==> src/vpc_pkg.sv <==
// shared types and constants for the vertical popcount tile prefix block
package vpc_pkg;

	localparam int unsigned NBITS       = 32;
	localparam int unsigned POS_W       = 5;
	localparam int unsigned CNT_W       = 32;
	localparam int unsigned GROUP_W     = 8;
	localparam int unsigned TILE_W      = 10;
	localparam int unsigned ROW_W       = 8;
	localparam int unsigned LOG2_W      = 4;
	localparam int unsigned SIZE_W      = 9;

	// group labels wrap at MAX_GROUPS, which covers the whole 8-bit field
	localparam int unsigned MAX_GROUPS  = 256;
	localparam int unsigned MAX_TILES   = 1024;
	localparam int unsigned TILE_CAP_I  = (MAX_TILES - 1 > 1023) ? 1023 : MAX_TILES - 1;
	localparam logic [TILE_W-1:0] TILE_CAP = TILE_W'(TILE_CAP_I);

	localparam logic [LOG2_W-1:0] TILE_LOG2_RESET = 4'd7;
	localparam logic [LOG2_W-1:0] TILE_LOG2_MIN   = 4'd3;
	localparam logic [LOG2_W-1:0] TILE_LOG2_MAX   = 4'd8;

	localparam logic KIND_PREFIX = 1'b0;
	localparam logic KIND_TOTAL  = 1'b1;

	typedef enum logic [1:0] {
		ST_IDLE,
		ST_PRE,
		ST_TOT
	} vpc_state_t;

	// per-cycle command broadcast to every counter cell
	typedef struct packed {
		logic add;
		logic clear;
		logic load_pre;
		logic load_tot;
		logic shift;
	} cell_cmd_t;

endpackage

==> src/vpc_cell.sv <==
// one bit-position counter with a snapshot stage that shifts toward the output
module vpc_cell
	import vpc_pkg::*;
(
	input  logic             clk,
	input  logic             arst_n,
	input  cell_cmd_t        cmd,
	input  logic             bit_in,
	input  logic [CNT_W-1:0] snap_in,
	output logic [CNT_W-1:0] snap_out
);

	logic [CNT_W-1:0] cnt_q;
	logic [CNT_W-1:0] snap_q;
	logic [CNT_W-1:0] cnt_sum;

	assign cnt_sum  = cnt_q + CNT_W'(cmd.add & bit_in);
	assign snap_out = snap_q;

	always_ff @(posedge clk or negedge arst_n) begin
		if (!arst_n) begin
			cnt_q <= '0;
		end else if (cmd.clear) begin
			cnt_q <= '0;
		end else begin
			cnt_q <= cnt_sum;
		end
	end

	// prefix takes the count before this row, totals take it after
	always_ff @(posedge clk) begin
		if (cmd.load_pre) begin
			snap_q <= cnt_q;
		end else if (cmd.load_tot) begin
			snap_q <= cnt_sum;
		end else if (cmd.shift) begin
			snap_q <= snap_in;
		end
	end

endmodule

==> config.mk <==
export PLATFORM = sky130hd
export DESIGN_NAME = vpc_cell
export DESIGN_NICKNAME = d
export VERILOG_FILES = /design/src/vpc_pkg.sv /design/src/vpc_cell.sv
export SDC_FILE = /design/constraint.sdc
export NUM_CORES = 1
export LEC_CHECK = 0
export ABC_AREA = 1
export ABC_CLOCK_PERIOD_IN_PS = 1740
export BUFFER_PORTS_ARGS = -buffer_cell sky130_fd_sc_hd__clkbuf_2
export CAP_MARGIN = 20
export CORE_MARGIN = 10
export CORE_UTILIZATION = 35
export DETAILED_ROUTE_END_ITERATION = 6
export PLACE_DENSITY = 0.65
export SLEW_MARGIN = 10
export SYNTH_ARGS = -nofsm -noshare
export SYNTH_HDL_FRONTEND = slang
export SYNTH_SLANG_ARGS = --single-unit
export TNS_END_PERCENT = 50
==> constraint.sdc <==
create_clock -name clk -period 1.74 [get_ports clk]
set_clock_uncertainty 0.05 [all_clocks]
set_input_delay 0.174 -clock clk [delete_from_list [all_inputs] [get_ports clk]]
set_output_delay 0.174 -clock clk [all_outputs]
set_load 0.005 [all_outputs]
## Word level (Yosys, flattened, before mapping)

Index checks and enable logic that the tools add are counted.

- Add/subtract/negate cells: 1
- Muxes and demuxes: 4
- Bitwise operators: 1
- Reduce and logical (&&, ||, !) cells: 1

Operator list:

| cell | number |
|---|---|
| $mux W32 | 4 |
| $add A32 B1 Y32 | 1 |
| $reduce_bool A3 Y1 | 1 |
| $and A1 B1 Y1 | 1 |

- Register bits after elaboration: 64
- Bits of input ports: 40
- Output and inout bits: 32
- Word-level logic and storage cells: 9

## Longest topological paths before layout

Gate-level depths: netlist of run 1.

- Depth after elaboration: 4
- Gate-level depth with buffers: 13
- Mapped depth without buffers: 13

## Worst setup path after synthesis of run 1

Ideal clock, no wire load.

- Kind: input -> register
- Start: in cmd[2] (netlist name)
- End: reg snap_q[0] (netlist: snap_out[0]) (enable)
- Setup time: 478 ps
- Arrival time: 1325 ps
- Data required time: 1212 ps
- Path slack: -112 ps
- Stages on the path: 4
- Path through: clkbuf_1 nor2_1 buf_2 nand2_1

- Longest elaborated chain between the ends: 1

RTL lines:

| what | RTL line | text |
|---|---|---|
| from (decl) | vpc_cell.sv:7 | `input cell_cmd_t cmd,` |
| $reduce_bool A3 Y1 (no source line) | - |  |
| to (signal assigned) | vpc_cell.sv:33 | `snap_q <= cnt_q;` |
| to (signal assigned) | vpc_cell.sv:35 | `snap_q <= cnt_sum;` |
| to (signal assigned) | vpc_cell.sv:37 | `snap_q <= snap_in;` |
| to (decl) | vpc_cell.sv:14 | `logic [CNT_W-1:0] snap_q;` |

No other way between the ends.
A chain may end at the register's enable or synchronous reset.

## Final worst setup path of run 1

- Start: reg cnt_q[0]
- End: reg snap_q[30] (netlist: snap_out[30]), data pin

- Longest elaborated chain between the ends: 3

RTL lines:

| what | RTL line | text |
|---|---|---|
| from (decl) | vpc_cell.sv:13 | `logic [CNT_W-1:0] cnt_q;` |
| from (signal assigned) | vpc_cell.sv:26 | `cnt_q <= cnt_sum;` |
| $add A32 B1 Y32 | vpc_cell.sv:17 | `assign cnt_sum = cnt_q + CNT_W'(cmd.add & bit_in);` |
| $mux W32 | vpc_cell.sv:34 | `end else if (cmd.load_tot) begin` |
| $mux W32 | vpc_cell.sv:32 | `if (cmd.load_pre) begin` |

No other way between the ends.

==> qor.yml, run 1 <==
status: "finished, violations left"
violations: "negative setup slack"
min_from: "snap_in[29]"
netlist_area_um2: 3450
die_y_um: 119
irDropWorstVdd_mv: 0.330
place_area_um2: 4120
startpoint_type: "flop"
drt_pass1_iterations: 4
start_util: 0.357
regArea_um2: 1770
area_growth_pct: 31.5
setup_violations: 9
core_um2: 9680
antennaDiodeCount: 0
cp.arrival_ps: 1880
cts_tree: "built"
slew_viol_final: 0
antenna_found_initial: 0
syn_area_per_cell_um2: 8.59
cts.clk_slew.worst_paths_ps: 80
tightest_slew_ps: 566
worst-path-max-fanout: 5
num_rows: 36
setup_ws_ps: -83.2
cts.sinks: 64
fin_nets: 549
die_w_um: 119
dr_total_vias: 3039
wl_um: 9620
hold_viol: 0
overflow: 0
fin_area_um2: 4540
drc: 0
critPathTopFamily: "simple AND/OR/NAND/NOR gates"
drt_iter0_drc: 198
multiInputGateArea_um2: 1680
numCtsBuffers: 9
max_freq_mhz: 548
syn_nets: 444
viasPerCell: 4.71
final_cell_mix: "nand2_1, clkbuf_2, nor2_1"
p_leak_nw: 2.12
synth_cell_types: 25
synthCells: 402
slowest_stage: "dfrtp_1"
end_kind: "flop"
crit_chain: "ha_4 > ha_4 > nand2_4 > nor2_4 > nand2_2 > nor2_4 > nand2_1 > nand2_1 > nand2_1 > nand2_1 > nand2_1"
crit_top_cell: "nand2_1"
hold_end: "snap_out[29]"
routabilityCongestion: 0.866
period_needed_ps: 1820
ctsHtreeMaxLevel: 3
r2r-start: "cnt_q[0]"
timing_worst_setup_path_type: "reg -> reg"
postRouteAntennaNets: 0
grt_pass1_vias: 3218
critPathMaxStageDelay_ps: 390
grt_usage: 0.140
hpwl_um: 7140
path_buf_inv: 0
r2r_end: "snap_out[30]"
p_per_area_nw_per_um2: 701
final_common_cell: "nand2_1"
cap_viol_max_count: 0
r2r_cells: 11
fillers: 933
min_period_over_period: 1.05
hold_ws_ps: 68.0
r2r_slack_ps: -80
hold_path_class: "in -> reg"
yosysSeqAreaShare: 0.510
grt_pass1_wl_um: 16200
clk_latency_ps: 340
drive_gt1_frac: 0.334
worstPathRequired_ps: 1800
io_pins: 72
cts-root-buf: "clkbuf_8"
rsz0062_at_grt: "yes"
routedWlPerCell_um: 14.9
yosys_warnings: 0
cts_max_path_buffers: 2
die_area_um2: 14200
grt_max_degree: 33
synth_seq_cells: 64
hold_depth: 3
io_buffers: 71
slew_headroom: 0.623
-- sequential cells by signal (all words and copies together), names as in the netlist --
name / count
cnt_q: 32
snap_out: 32
-- synthesized netlist by cell type --
cell | number | area share
a21oi_1 | 11 | 0.016
a22oi_1 | 28 | 0.061
and2b_1 | 3 | 0.0065
buf_2 | 2 | 0.0029
clkbuf_1 | 10 | 0.011
dfrtp_1 | 32 | 0.23
edfxtp_1 | 32 | 0.28
ha_1 | 2 | 0.0072
inv_1 | 30 | 0.033
nand2_1 | 139 | 0.15
nand2_2 | 5 | 0.0091
nand2_4 | 2 | 0.0065
nand3_1 | 13 | 0.019
nand3b_1 | 6 | 0.013
nor2_1 | 47 | 0.051
nor2_2 | 4 | 0.0072
nor2_4 | 7 | 0.023
nor2_8 | 1 | 0.0058
nor2b_1 | 3 | 0.0054
o211ai_1 | 4 | 0.0087
o21ai_0 | 5 | 0.0072
o21ai_1 | 1 | 0.0014
xnor2_1 | 3 | 0.0076
xor2_1 | 9 | 0.023
xor2_2 | 3 | 0.014
-- report_power, final --
| group | switching [mW] | leakage, nW | internal, mW | total [mW] |
|---|---|---|---|---|
| logic | 0.154 | 1.23 | 0.107 | 0.261 |
| registers | 0.0179 | 0.805 | 1.65 | 1.67 |
| clock network | 0.596 | 0.0920 | 0.654 | 1.25 |
-- worst min-delay path: stages --
cell and delay (ps):
clkbuf_2 80, a22oi_1 50, nand2_1 60
-- layer usage --
metal	global-route usage	share of wire
met5	0	0
met4	0.0460	0.012
met1	0.166	0.43
met3	0.0411	0.062
met2	0.238	0.49
-- worst max path at each step --
stage / depth (start not counted) / from / endpoint
floorplan: 11 / cnt_q[0] / snap_out[30]
global placement: 14 / cmd[4] / snap_out[22]
detailed placement: 14 / bit_in / snap_out[30]
CTS: 11 / cnt_q[0] / snap_out[22]
global route: 11 / cnt_q[0] / snap_out[22]
finish: 11 / cnt_q[0] / snap_out[30]
-- cell families (layout without fill, tap and decap cells) --
kind of cell / count (synthesis) / count (layout) / synth area share
AOI/OAI and AO/OA: 49 / 49 / 0.0942
xor gates and xnor gates: 15 / 15 / 0.0446
adders and majority gates: 2 / 2 / 0.00725
buffers and inverters: 42 / 152 / 0.0464
DFF: 64 / 64 / 0.510
and+or+nand+nor: 230 / 230 / 0.297
-- per-stage QoR --
stage	utilization	setup WS [ps]	std cells	power [mW]	setup TNS [ps]
after floorplan	-	25.4	402	1.79	0
after global placement	0.425	-92.1	619	1.96	-501
after detailed placement	0.425	-144	619	1.96	-1090
after CTS	0.456	-89.1	640	3.22	-418
after global routing	0.469	-216	645	3.31	-2940
final	0.469	-83.2	645	3.18	-436
-- layout make-up --
| type | instances | share of cell area |
|---|---|---|
| sequential | 64 | 0.389 |
| tap | 133 | 0.0366 |
| timing repair buffer | 106 | 0.138 |
| multi-input combinational | 296 | 0.370 |
| clock inverter | 6 | 0.0132 |
| inverter | 30 | 0.0253 |
| clock buffer | 10 | 0.0281 |
-- what timing repair did --
item / 4_1_cts / 5_1_grt
resized for setup: 15 / 23
hold endpoints to repair: 32 / 0
setup buffers: 4 / 5
hold buffers: 1 / 0
pin swaps: 15 / 9
setup endpoints to repair: 22 / 36
Power figures use the tool's default switching activity.
==> inputs of run 2 (changes only) <==
CORE_MARGIN = 8   (was 10)
CTS_CLUSTER_SIZE = 40   (was default)
SLEW_MARGIN = default   (was 10)
==> run 2 against run 1 <==
Against the previous run: count of clock-buffer cells in the layout is the same; wire length fell by 3.0%; sequential share of layout area up 0.49 points; core utilization down 0.68 points; cell count is 1.1% lower; critical path depth shrank 2; worst setup slack got worse by 9.4 ps; largest cell class unchanged; sequential power about the same; worst hold slack improved by 1.5 ps; non-clock buffer count is 7 lower; the flow still finishes with violations (negative setup slack).
==> qor.yml, run 2 (synthesized netlist as in run 1, its figures left out) <==
viasPerCell: 4.70
worst-path-max-fanout: 4
hold_depth: 3
final_util: 0.462
ctsHtreeMaxLevel: 3
tightest_slew_ps: 444
max_freq_mhz: 546
hold_end: "snap_out[29]"
cts_tree: "built"
fillers: 971
startpoint_type: "flop"
antenna_found_initial: 0
rsz0062_at_grt: "yes"
routedWlPerCell_um: 14.6
start_util: 0.357
dr_total_vias: 2998
numCtsBuffers: 9
r2r_cells: 9
irDropWorstVdd_mv: 0.467
grt_usage: 0.150
postRouteAntennaNets: 0
slew_headroom: 0.704
antennaDiodeCount: 0
cts.sinks: 64
setup_ws_ps: -92.6
drt_iter0_drc: 144
end_kind: "flop"
r2r_end: "snap_out[18]"
r2r_slack_ps: -90
cts_max_path_buffers: 2
fin_area_um2: 4480
min_period_over_period: 1.05
cap_viol_max_count: 0
r2r-start: "cnt_q[0]"
power_mw: 3.14
cp.arrival_ps: 1880
area_growth_pct: 29.6
p_leak_nw: 2.10
violations: "negative setup slack"
io_buffers: 71
slew_viol_final: 0
final_cell_mix: "nand2_1, clkbuf_2, nor2_1"
wl_um: 9340
hold_ws_ps: 69.5
clk_latency_ps: 350
die_y_um: 115
cts-root-buf: "clkbuf_8"
drt_pass1_iterations: 5
fin_nets: 542
period_needed_ps: 1830
drc: 0
drive_gt1_frac: 0.301
num_rows: 36
status: "finished, violations left"
hold_path_class: "in -> reg"
routabilityCongestion: 0.884
overflow: 0
die_w_um: 115
min_from: "snap_in[29]"
place_area_um2: 4100
core_um2: 9680
grt_pass1_wl_um: 15500
io_pins: 72
grt_pass1_vias: 3116
setup_violations: 18
die_area_um2: 13300
grt_max_degree: 33
hold_viol: 0
p_per_area_nw_per_um2: 701
hpwl_um: 6850
final_common_cell: "nand2_1"
timing_worst_setup_path_type: "reg -> reg"
cts.clk_slew.worst_paths_ps: 70
worstPathRequired_ps: 1790
[run 2: cell types whose count changed in the layout (fill, tap and decap cells not counted), sizes merged]
| cell | previous run | this run |
|---|---|---|
| clkinvlp | 2 | 0 |
| clkinv | 3 | 5 |
| buf | 34 | 27 |
[run 2: cell type report]
class                           instances  area (um2)  area share
Clock inverter                          6        50.0      0.0112
Timing Repair Buffer                   99         601       0.134
Multi-Input combinational cell        296        1660       0.370
Inverter                               30         113      0.0252
Sequential cell                        64        1760       0.394
Tap cell                              133         166      0.0372
Clock buffer                           10         128      0.0285
[run 2: through the flow]
step           std cells  setup TNS (ps)  setup slack (ps)
2_1_floorplan        402               0              25.4
3_5_place_dp         614            -728              -103
6_report             638            -562             -92.6
3_3_place_gp         614            -296             -61.9
4_1_cts              631            -319             -73.8
5_1_grt              638           -3610              -249
[run 2: worst max-delay path, stage by stage, from the launching register on]
cell and delay (ps):
dfrtp_1 400, ha_4 160, ha_4 150, nand2_4 50
nor2_4 160, nand3b_1 230, o21ai_2 210, nand2_1 70
nand2_1 60, nand2_1 40
[run 2: how the worst max path moves through the flow]
stage | endpoint | cells past startpoint | from
global placement | snap_out[22] | 14 | cmd[4]
CTS | snap_out[22] | 11 | cnt_q[0]
floorplan | snap_out[30] | 11 | cnt_q[0]
global route | snap_out[18] | 9 | cnt_q[0]
finish | snap_out[18] | 9 | cnt_q[0]
detailed placement | snap_out[30] | 11 | cnt_q[0]
[run 2: routing by layer]
layer | GRT usage | share of wire | wire length [um]
met1 | 0.177 | 0.44 | 4080
met2 | 0.255 | 0.49 | 4590
met3 | 0.0462 | 0.055 | 511
met4 | 0.0403 | 0.016 | 150
met5 | 0 | 0 | 0
[run 2: power breakdown]
part | internal, mW | switching (mW)
combinational | 0.109 | 0.151
sequential | 1.65 | 0.0177
clock | 0.640 | 0.565
[run 2: what timing repair did]
action | CTS | global route
hold buffers | 1 | 0
hold endpoints to repair | 32 | 0
pin swaps | 13 | 12
buffers inserted | 0 | 7
endpoints found under the setup margin | 24 | 34
gates resized for setup | 12 | 17
