[src/vpc_pkg.sv]
// shared types and constants for the vertical popcount tile prefix block
package vpc_pkg;

	localparam int unsigned NBITS       = 32;
	localparam int unsigned POS_W       = 5;
	localparam int unsigned CNT_W       = 32;
	localparam int unsigned GROUP_W     = 8;
	localparam int unsigned TILE_W      = 10;
	localparam int unsigned ROW_W       = 8;
	localparam int unsigned LOG2_W      = 4;
	localparam int unsigned SIZE_W      = 9;

	// group labels wrap at MAX_GROUPS, which covers the whole 8-bit field
	localparam int unsigned MAX_GROUPS  = 256;
	localparam int unsigned MAX_TILES   = 1024;
	localparam int unsigned TILE_CAP_I  = (MAX_TILES - 1 > 1023) ? 1023 : MAX_TILES - 1;
	localparam logic [TILE_W-1:0] TILE_CAP = TILE_W'(TILE_CAP_I);

	localparam logic [LOG2_W-1:0] TILE_LOG2_RESET = 4'd7;
	localparam logic [LOG2_W-1:0] TILE_LOG2_MIN   = 4'd3;
	localparam logic [LOG2_W-1:0] TILE_LOG2_MAX   = 4'd8;

	localparam logic KIND_PREFIX = 1'b0;
	localparam logic KIND_TOTAL  = 1'b1;

	typedef enum logic [1:0] {
		ST_IDLE,
		ST_PRE,
		ST_TOT
	} vpc_state_t;

	// per-cycle command broadcast to every counter cell
	typedef struct packed {
		logic add;
		logic clear;
		logic load_pre;
		logic load_tot;
		logic shift;
	} cell_cmd_t;

endpackage

[src/vpc_ctrl.sv]
// sequencer: tile tracking, drain control and result labels
module vpc_ctrl
	import vpc_pkg::*;
(
	input  logic               clk,
	input  logic               arst_n,
	input  logic               cfg_we,
	input  logic [LOG2_W-1:0]  cfg_wdata,
	input  logic               in_valid,
	input  logic [GROUP_W-1:0] in_group,
	input  logic               in_last,
	output logic               in_ready,
	input  logic               out_ready,
	output logic               out_valid,
	output logic               out_kind,
	output logic [GROUP_W-1:0] out_group,
	output logic [TILE_W-1:0]  out_tile,
	output logic [POS_W-1:0]   out_pos,
	output logic               out_end,
	output cell_cmd_t          cmd
);

	vpc_state_t         state_q, state_nxt;
	logic [LOG2_W-1:0]  tile_log2_q;
	logic [ROW_W-1:0]   row_in_tile_q;
	logic [TILE_W-1:0]  tile_index_q;
	logic [TILE_W-1:0]  tile_out_q;
	logic [GROUP_W-1:0] group_q;
	logic               last_q;
	logic [POS_W-1:0]   beat_q;

	logic               acc;
	logic               fire;
	logic               beat_last;
	logic               prefix;
	logic [LOG2_W-1:0]  tl_clamp;
	logic [SIZE_W-1:0]  rows_per_tile;
	logic [ROW_W-1:0]   row_inc;
	logic               tile_end;

	assign acc       = in_valid && in_ready;
	assign fire      = out_valid && out_ready;
	assign beat_last = (beat_q == POS_W'(NBITS - 1));
	assign prefix    = (row_in_tile_q == '0);

	always_comb begin
		if (tile_log2_q < TILE_LOG2_MIN) begin
			tl_clamp = TILE_LOG2_MIN;
		end else if (tile_log2_q > TILE_LOG2_MAX) begin
			tl_clamp = TILE_LOG2_MAX;
		end else begin
			tl_clamp = tile_log2_q;
		end
	end

	assign rows_per_tile = SIZE_W'(1) << tl_clamp;
	assign row_inc       = row_in_tile_q + ROW_W'(1);
	// an 8-bit wrap also closes the tile
	assign tile_end      = (row_inc == '0) || ({1'b0, row_inc} >= rows_per_tile);

	always_comb begin
		state_nxt = state_q;
		case (state_q)
			ST_IDLE: begin
				if (acc) begin
					if (prefix) begin
						state_nxt = ST_PRE;
					end else if (in_last) begin
						state_nxt = ST_TOT;
					end
				end
			end
			ST_PRE: begin
				if (fire && beat_last) begin
					state_nxt = last_q ? ST_TOT : ST_IDLE;
				end
			end
			ST_TOT: begin
				if (fire && beat_last) begin
					state_nxt = ST_IDLE;
				end
			end
			default: state_nxt = ST_IDLE;
		endcase
	end

	always_comb begin
		in_ready     = (state_q == ST_IDLE);
		out_valid    = (state_q == ST_PRE) || (state_q == ST_TOT);
		out_kind     = (state_q == ST_TOT) ? KIND_TOTAL : KIND_PREFIX;
		out_group    = group_q;
		out_tile     = (state_q == ST_TOT) ? '0 : tile_out_q;
		out_pos      = beat_q;
		out_end      = beat_last && ((state_q == ST_TOT) || !last_q);
		cmd.add      = acc;
		cmd.load_pre = acc && prefix;
		cmd.load_tot = (acc && !prefix && in_last) ||
			((state_q == ST_PRE) && fire && beat_last && last_q);
		cmd.clear    = cmd.load_tot;
		cmd.shift    = fire;
	end

	always_ff @(posedge clk or negedge arst_n) begin
		if (!arst_n) begin
			state_q       <= ST_IDLE;
			tile_log2_q   <= TILE_LOG2_RESET;
			row_in_tile_q <= '0;
			tile_index_q  <= '0;
			beat_q        <= '0;
		end else begin
			state_q <= state_nxt;
			if (cfg_we) begin
				tile_log2_q <= cfg_wdata;
			end
			if (fire) begin
				beat_q <= beat_q + POS_W'(1);
			end
			if (acc) begin
				if (in_last) begin
					row_in_tile_q <= '0;
					tile_index_q  <= '0;
				end else if (tile_end) begin
					row_in_tile_q <= '0;
					if (tile_index_q < TILE_CAP) begin
						tile_index_q <= tile_index_q + TILE_W'(1);
					end
				end else begin
					row_in_tile_q <= row_inc;
				end
			end
		end
	end

	always_ff @(posedge clk) begin
		if (acc) begin
			group_q    <= in_group;
			last_q     <= in_last;
			tile_out_q <= tile_index_q;
		end
	end

	a_no_overlap: assert property (@(posedge clk) disable iff (!arst_n)
		!(in_ready && out_valid))
		else $error("input taken while results pending");

	a_beat_idle: assert property (@(posedge clk) disable iff (!arst_n)
		(state_q == ST_IDLE) |-> (beat_q == '0))
		else $error("beat counter not aligned at idle");

	a_last_clears: assert property (@(posedge clk) disable iff (!arst_n)
		(acc && in_last) |=> (row_in_tile_q == '0) && (tile_index_q == '0))
		else $error("tile state not cleared after last row");

	a_pre_to_tot: assert property (@(posedge clk) disable iff (!arst_n)
		((state_q == ST_PRE) && fire && beat_last && last_q) |=> (state_q == ST_TOT))
		else $error("totals missing after prefix drain");

	a_tile_cap: assert property (@(posedge clk) disable iff (!arst_n)
		tile_index_q <= TILE_CAP)
		else $error("tile index beyond cap");

endmodule

[config.mk]
export PLATFORM = sky130hd
export DESIGN_NAME = vpc_ctrl
export DESIGN_NICKNAME = d
export VERILOG_FILES = /design/src/vpc_pkg.sv /design/src/vpc_ctrl.sv
export SDC_FILE = /design/constraint.sdc
export NUM_CORES = 1
export LEC_CHECK = 0
export ABC_AREA = 1
export BUFFER_PORTS_ARGS = -buffer_cell sky130_fd_sc_hd__buf_2
export CAP_MARGIN = 20
export CORE_UTILIZATION = 26
export DETAILED_ROUTE_END_ITERATION = 16
export GPL_ROUTABILITY_DRIVEN = 0
export GPL_TIMING_DRIVEN = 1
export SLEW_MARGIN = 20
export SYNTH_ARGS = -nofsm -noshare
export SYNTH_HDL_FRONTEND = slang
export SYNTH_SLANG_ARGS = --single-unit
[constraint.sdc]
create_clock -name clk -period 2.7 [get_ports clk]
set_clock_uncertainty 0.15 [all_clocks]
set_input_delay 0.405 -clock clk [delete_from_list [all_inputs] [get_ports clk]]
set_output_delay 0.405 -clock clk [all_outputs]
set_load 0.03 [all_outputs]
Word level (Yosys, flattened, before mapping) --
Index checks and enable logic that the tools add are counted.
Cells by class: add/subtract/negate cells 3, reduce and logical (&&, ||, !) cells 23, equality and inequality tests 7, mux-type cells 16, $lt $le $gt $ge 4, shift operators 1
Operator list (number):
- $mux W10 | 4
- $logic_not A8 Y1 | 2
- $mux W8 | 2
- $mux W2 | 6
- $add A10 B1 Y10 const B | 1
- $logic_and A1 B1 Y1 | 10
- $lt A10 B10 Y1 const B | 1
- $ge A8 B9 Y1 | 1
- $shl A1 B4 Y9 const A | 1
- $add A8 B1 Y8 const B | 1
- $mux W4 | 2
- $pmux W2 S3 | 1
- $add A5 B1 Y5 const B | 1
- $eq A5 B5 Y1 const B | 1
- $gt A4 B4 Y1 const B | 1
- $logic_or A1 B1 Y1 | 4
- $lt A4 B2 Y1 const B | 1
- $ne A2 B2 Y1 const B | 2
- $reduce_and A4 Y1 | 1
- $reduce_bool A2 Y1 | 2
- $ne A3 B2 Y1 const B | 1
- $reduce_and A3 Y1 | 1
- $eq A2 B1 Y1 const B | 1
- $eq A2 B2 Y1 const B | 1
- 4 further kinds | 5
Storage, ports and cells: output and inout port bits 32, word-level logic and storage cells 62, register bits after elaboration 48, input port bits 18

Longest topological paths before layout --
depth after elaboration 8, depth in mapped cells 19, mapped depth without buffers 19

Worst setup path before layout --
OpenSTA, ideal clock, no wires.
path kind register -> output, from register state_q[0], to output cmd[3] (netlist bit), cell stages (with the launch flop) 10, path buffers 3, data required time 2.145 ns, data arrival time 2.640 ns, setup slack -0.495 ns, cells stage by stage dfrtp_1 inv_1 ha_1 nand2_1 inv_1 buf_2 nand2_1 buf_2 o22ai_1 buf_4
RTL lines:
- start: declaration | line vpc_ctrl.sv:23 | vpc_state_t state_q, state_nxt;
- start signal: assignment | line vpc_ctrl.sv:111 | state_q <= state_nxt;
- end: declaration | line vpc_ctrl.sv:20 | output cell_cmd_t cmd

Final worst setup path --
from register row_in_tile_q[1], to register tile_index_q[2]
On the way: longest elaborated chain between the ends 5, elaborated cells on any way between the ends 6, classes of those cells 1 x add/sub; 1 x order compare; 4 x reduce/logical
RTL lines:
- start: declaration | line vpc_ctrl.sv:25 | logic [ROW_W-1:0] row_in_tile_q;
- start signal: assignment | line vpc_ctrl.sv:128 | row_in_tile_q <= row_inc;
- $add A8 B1 Y8 (*) | line vpc_ctrl.sv:57 | assign row_inc = row_in_tile_q + ROW_W'(1);
- $ge A8 B9 Y1 or $logic_not A8 Y1 (tied branches) | line vpc_ctrl.sv:59 | assign tile_end = (row_inc == '0) || ({1'b0, row_inc} >= rows_per_tile);
- $logic_or A1 B1 Y1 (*) | line vpc_ctrl.sv:59
- $reduce_bool A2 Y1 (no source line) (*)
- $reduce_and A3 Y1 (no source line) (*)
- end signal: assignment | line vpc_ctrl.sv:125 | tile_index_q <= tile_index_q + TILE_W'(1);
- end: declaration | line vpc_ctrl.sv:26 | logic [TILE_W-1:0] tile_index_q;
Every way passes the cells marked *; elsewhere a longest branch is shown, timed or not. A chain may end at the register's enable or synchronous reset.

==> results.py <==
metrics = {
    "detailed_routing": {
        "antenna_left": 0,
        "via_count": 2154,
        "finalWirelength_mm": 5.58,
        "drt_pass1_iterations": 4,
        "wl_per_cell_microns": 11.0,
        "route.detailed.drc": 0,
        "via_per_inst": 4.25,
        "detail_route.iter0.violations": 95,
    },
    "synth": {
        "synth_most_common_cell": "nand2_1",
        "synthesis.instances": 313,
        "ys.flop_type": "dfrtp_1",
        "netlist_area_sq_um": 2720,
        "ys_seq_area_frac": 0.478,
        "yosys_warnings": 0,
        "netlist_top_cells_area": "dfrtp_1, edfxtp_1, nand2_1",
        "synth.top_cell.area_share": 0.239,
        "synth_seq_cells": 48,
        "avgSynthCellArea_sq_um": 8.69,
        "async_flop_share": 0.604,
        "synth-edff-count": 19,
        "synth_cell_type_count": 37,
        "synth_top_cell_by_area": "dfrtp_1",
        "synth_common_cells": "nand2_1, inv_1, nor2_1",
    },
    "place": {
        "portBuffers": 49,
        "post-dp-hpwl_mm": 4.13,
        "place_inst": 495,
    },
    "clocking": {
        "cts.sinks": 48,
        "cts.htree.levels": 2,
        "tritoncts": "done",
        "clk_pin_slew_ns": 0.09,
        "ctsRootBufferMaster": "clkbuf_8",
        "cts_buffers": 5,
        "clock_path_buffers": 2,
        "clk-insertion-delay-late_ns": 0.31,
    },
    "setup_path": {
        "cp-start-kind": "flop",
        "path_delay_family": "simple AND/OR/NAND/NOR gates",
        "path_class": "flop to flop",
        "worstPathArrival_ns": 2.66,
        "r2r_setup_slack_ns": 0.14,
        "slowest_stage": "dfrtp_1",
        "cp_max_fo": 6,
        "cp.required_ns": 2.79,
        "cp-end-kind": "flop",
        "path_buf_inv": 4,
        "path_cells": "buf_6, nand2_1, nor2_4, nand3_1, nand2_2, inv_1, ha_1, inv_2, nor2_1, a21boi_1, nand3_1, nor2_2, nand2_2, nand2_4, buf_4, nand3_2, nand2_1",
        "max_stage_delay_ns": 0.43,
    },
    "floorplanning": {
        "dieHeight_microns": 104,
        "rows": 36,
        "core_region_area_sq_um": 9950,
        "io_pins": 50,
        "start_util": 0.273,
        "die_w_microns": 104,
        "die_area_sq_um": 10900,
    },
    "sta": {
        "relSlewSlack": 0.542,
        "finalMaxSlewViolations": 0,
        "hold_viol": 0,
        "hold_ws_ns": 0.123,
        "setup_viol": 0,
        "tightest_slew_ns": 0.687,
        "fmax_mhz": 390,
        "period_needed_ns": 2.56,
        "finalCritPeriodShare": 0.949,
    },
    "global_route": {
        "grt_pass1_vias": 2014,
        "grt_max_degree": 30,
        "grt_antenna_before_repair": 0,
        "grt_pass1_wl_mm": 9.28,
        "grt_overflow": 0,
        "track_usage": 0.105,
    },
    "cells_and_area": {
        "final_cells": 507,
        "synthToLayoutAreaGrowth_pct": 22.8,
        "n_antenna_cell": 0,
        "drive_above_1_share": 0.281,
        "nNetsFinal": 407,
        "post-route-util": 0.336,
    },
    "pwr": {
        "powerDensity_nw_per_um2": 821,
        "vdd_ir_drop_max_mv": 0.583,
        "p_leak_nw": 1.64,
        "power.total_mw": 2.74,
    },
    "run": {
        "cap_violations": 0,
    },
    "status": {
        "outcome": "finished, final reports clean",
    },
    "hold_path": {
        "timing.hold.worst.class": "input port to flop",
    },
}
-- cells in the final DEF (no fill, tap or decap), drive strengths merged, types with 3 or more instances in the layout --
cell type,count
clkbuf,5
nand3,25
buf,59
a21oi,3
nand4,11
clkinv,3
ha,16
nand2,79
nor3,5
o22ai,5
a21boi,3
inv,46
nor2,37
dfrtp,26
xnor2,3
edfxtp,19
dfstp,3
o21ai,11
xor2,4
conb,3
-- per-stage QoR --
| step | area [sq um] | TNS, ns | setup slack, ns |
|---|---|---|---|
| after floorplan | 2740 | 0 | 0.00187 |
| after global placement | 3150 | 0 | 0.0946 |
| after detailed placement | 3150 | 0 | 0.0395 |
| after CTS | 3270 | 0 | 0.00991 |
| after global routing | 3340 | -0.0606 | -0.0211 |
| final | 3340 | 0 | 0.137 |
-- layer usage --
metal | up-vias | global-route usage | routed length (microns)
met3 | 4 | 0.0238 | 284
met1 | 961 | 0.142 | 2830
met4 | 0 | 0.0337 | 42
met2 | 64 | 0.164 | 2420
met5 | - | 0 | 0
li1 | 1125 | - | -
-- area by class of cell --
cell class	count	area, sq um
inverter	47	178
multi-input combinational	211	1240
timing repair buffer	60	334
fill	1053	6610
sequential	48	1300
clock inverter	3	47.5
tap	133	166
clock buffer	5	68.8
-- worst register-to-register path, cell delays in order, from the launching register on --
cell      delay (ns)
dfrtp_1         0.43
buf_6           0.13
nand2_1         0.07
nor2_4          0.14
nand3_1         0.10
nand2_2         0.10
inv_1           0.05
ha_1            0.31
inv_2           0.07
nor2_1          0.04
a21boi_1        0.13
nand3_1         0.10
nor2_2          0.17
nand2_2         0.11
nand2_4         0.13
buf_4           0.14
nand3_2         0.05
nand2_1         0.07
-- timing repair --
action,CTS,global route
hold buffers,1,0
setup buffers,0,3
setup endpoints to repair,0,15
hold endpoints to repair,3,0
gates resized for setup,0,9
-- power by group --
group          switching, mW  leakage [nW]  internal, mW
Combinational          0.821          1.02         0.369
Sequential             0.105         0.557         0.917
Clock                  0.252        0.0583         0.279
-- state kept, by name (all words and copies together), names as in the netlist --
register / cells
out_group: 8
last_q: 1
tile_index_q: 10
out_pos: 5
state_q: 2
tile_log2_q: 4
row_in_tile_q: 8
tile_out_q: 10
-- worst paths after layout --
check | start | cells after the start | to
max in group asynchronous | arst_n | 2 | row_in_tile_q[0]
worst min register to register | out_pos[3] | 1 | out_pos[3]
min in group asynchronous | arst_n | 2 | tile_index_q[7]
worst max register to register | row_in_tile_q[1] | 17 | tile_index_q[2]
worst min-delay path | in_group[7] | 1 | out_group[7]
worst max-delay path | row_in_tile_q[1] | 17 | tile_index_q[2]
-- kinds of logic (layout without fill, tap and decap cells) --
kind of cell / count (synthesis) / after routing / share of synthesized area
XOR/XNOR: 7 / 7 / 0.0225
AO/OA/AOI/OAI: 25 / 25 / 0.0543
flip-flops: 48 / 48 / 0.478
buffers and inverters: 55 / 115 / 0.0856
other: 2 / 3 / 0.00276
adder cells (fa/ha/maj): 16 / 16 / 0.0736
AND/OR/NAND/NOR: 160 / 160 / 0.283
Power figures use the tool's default switching activity.
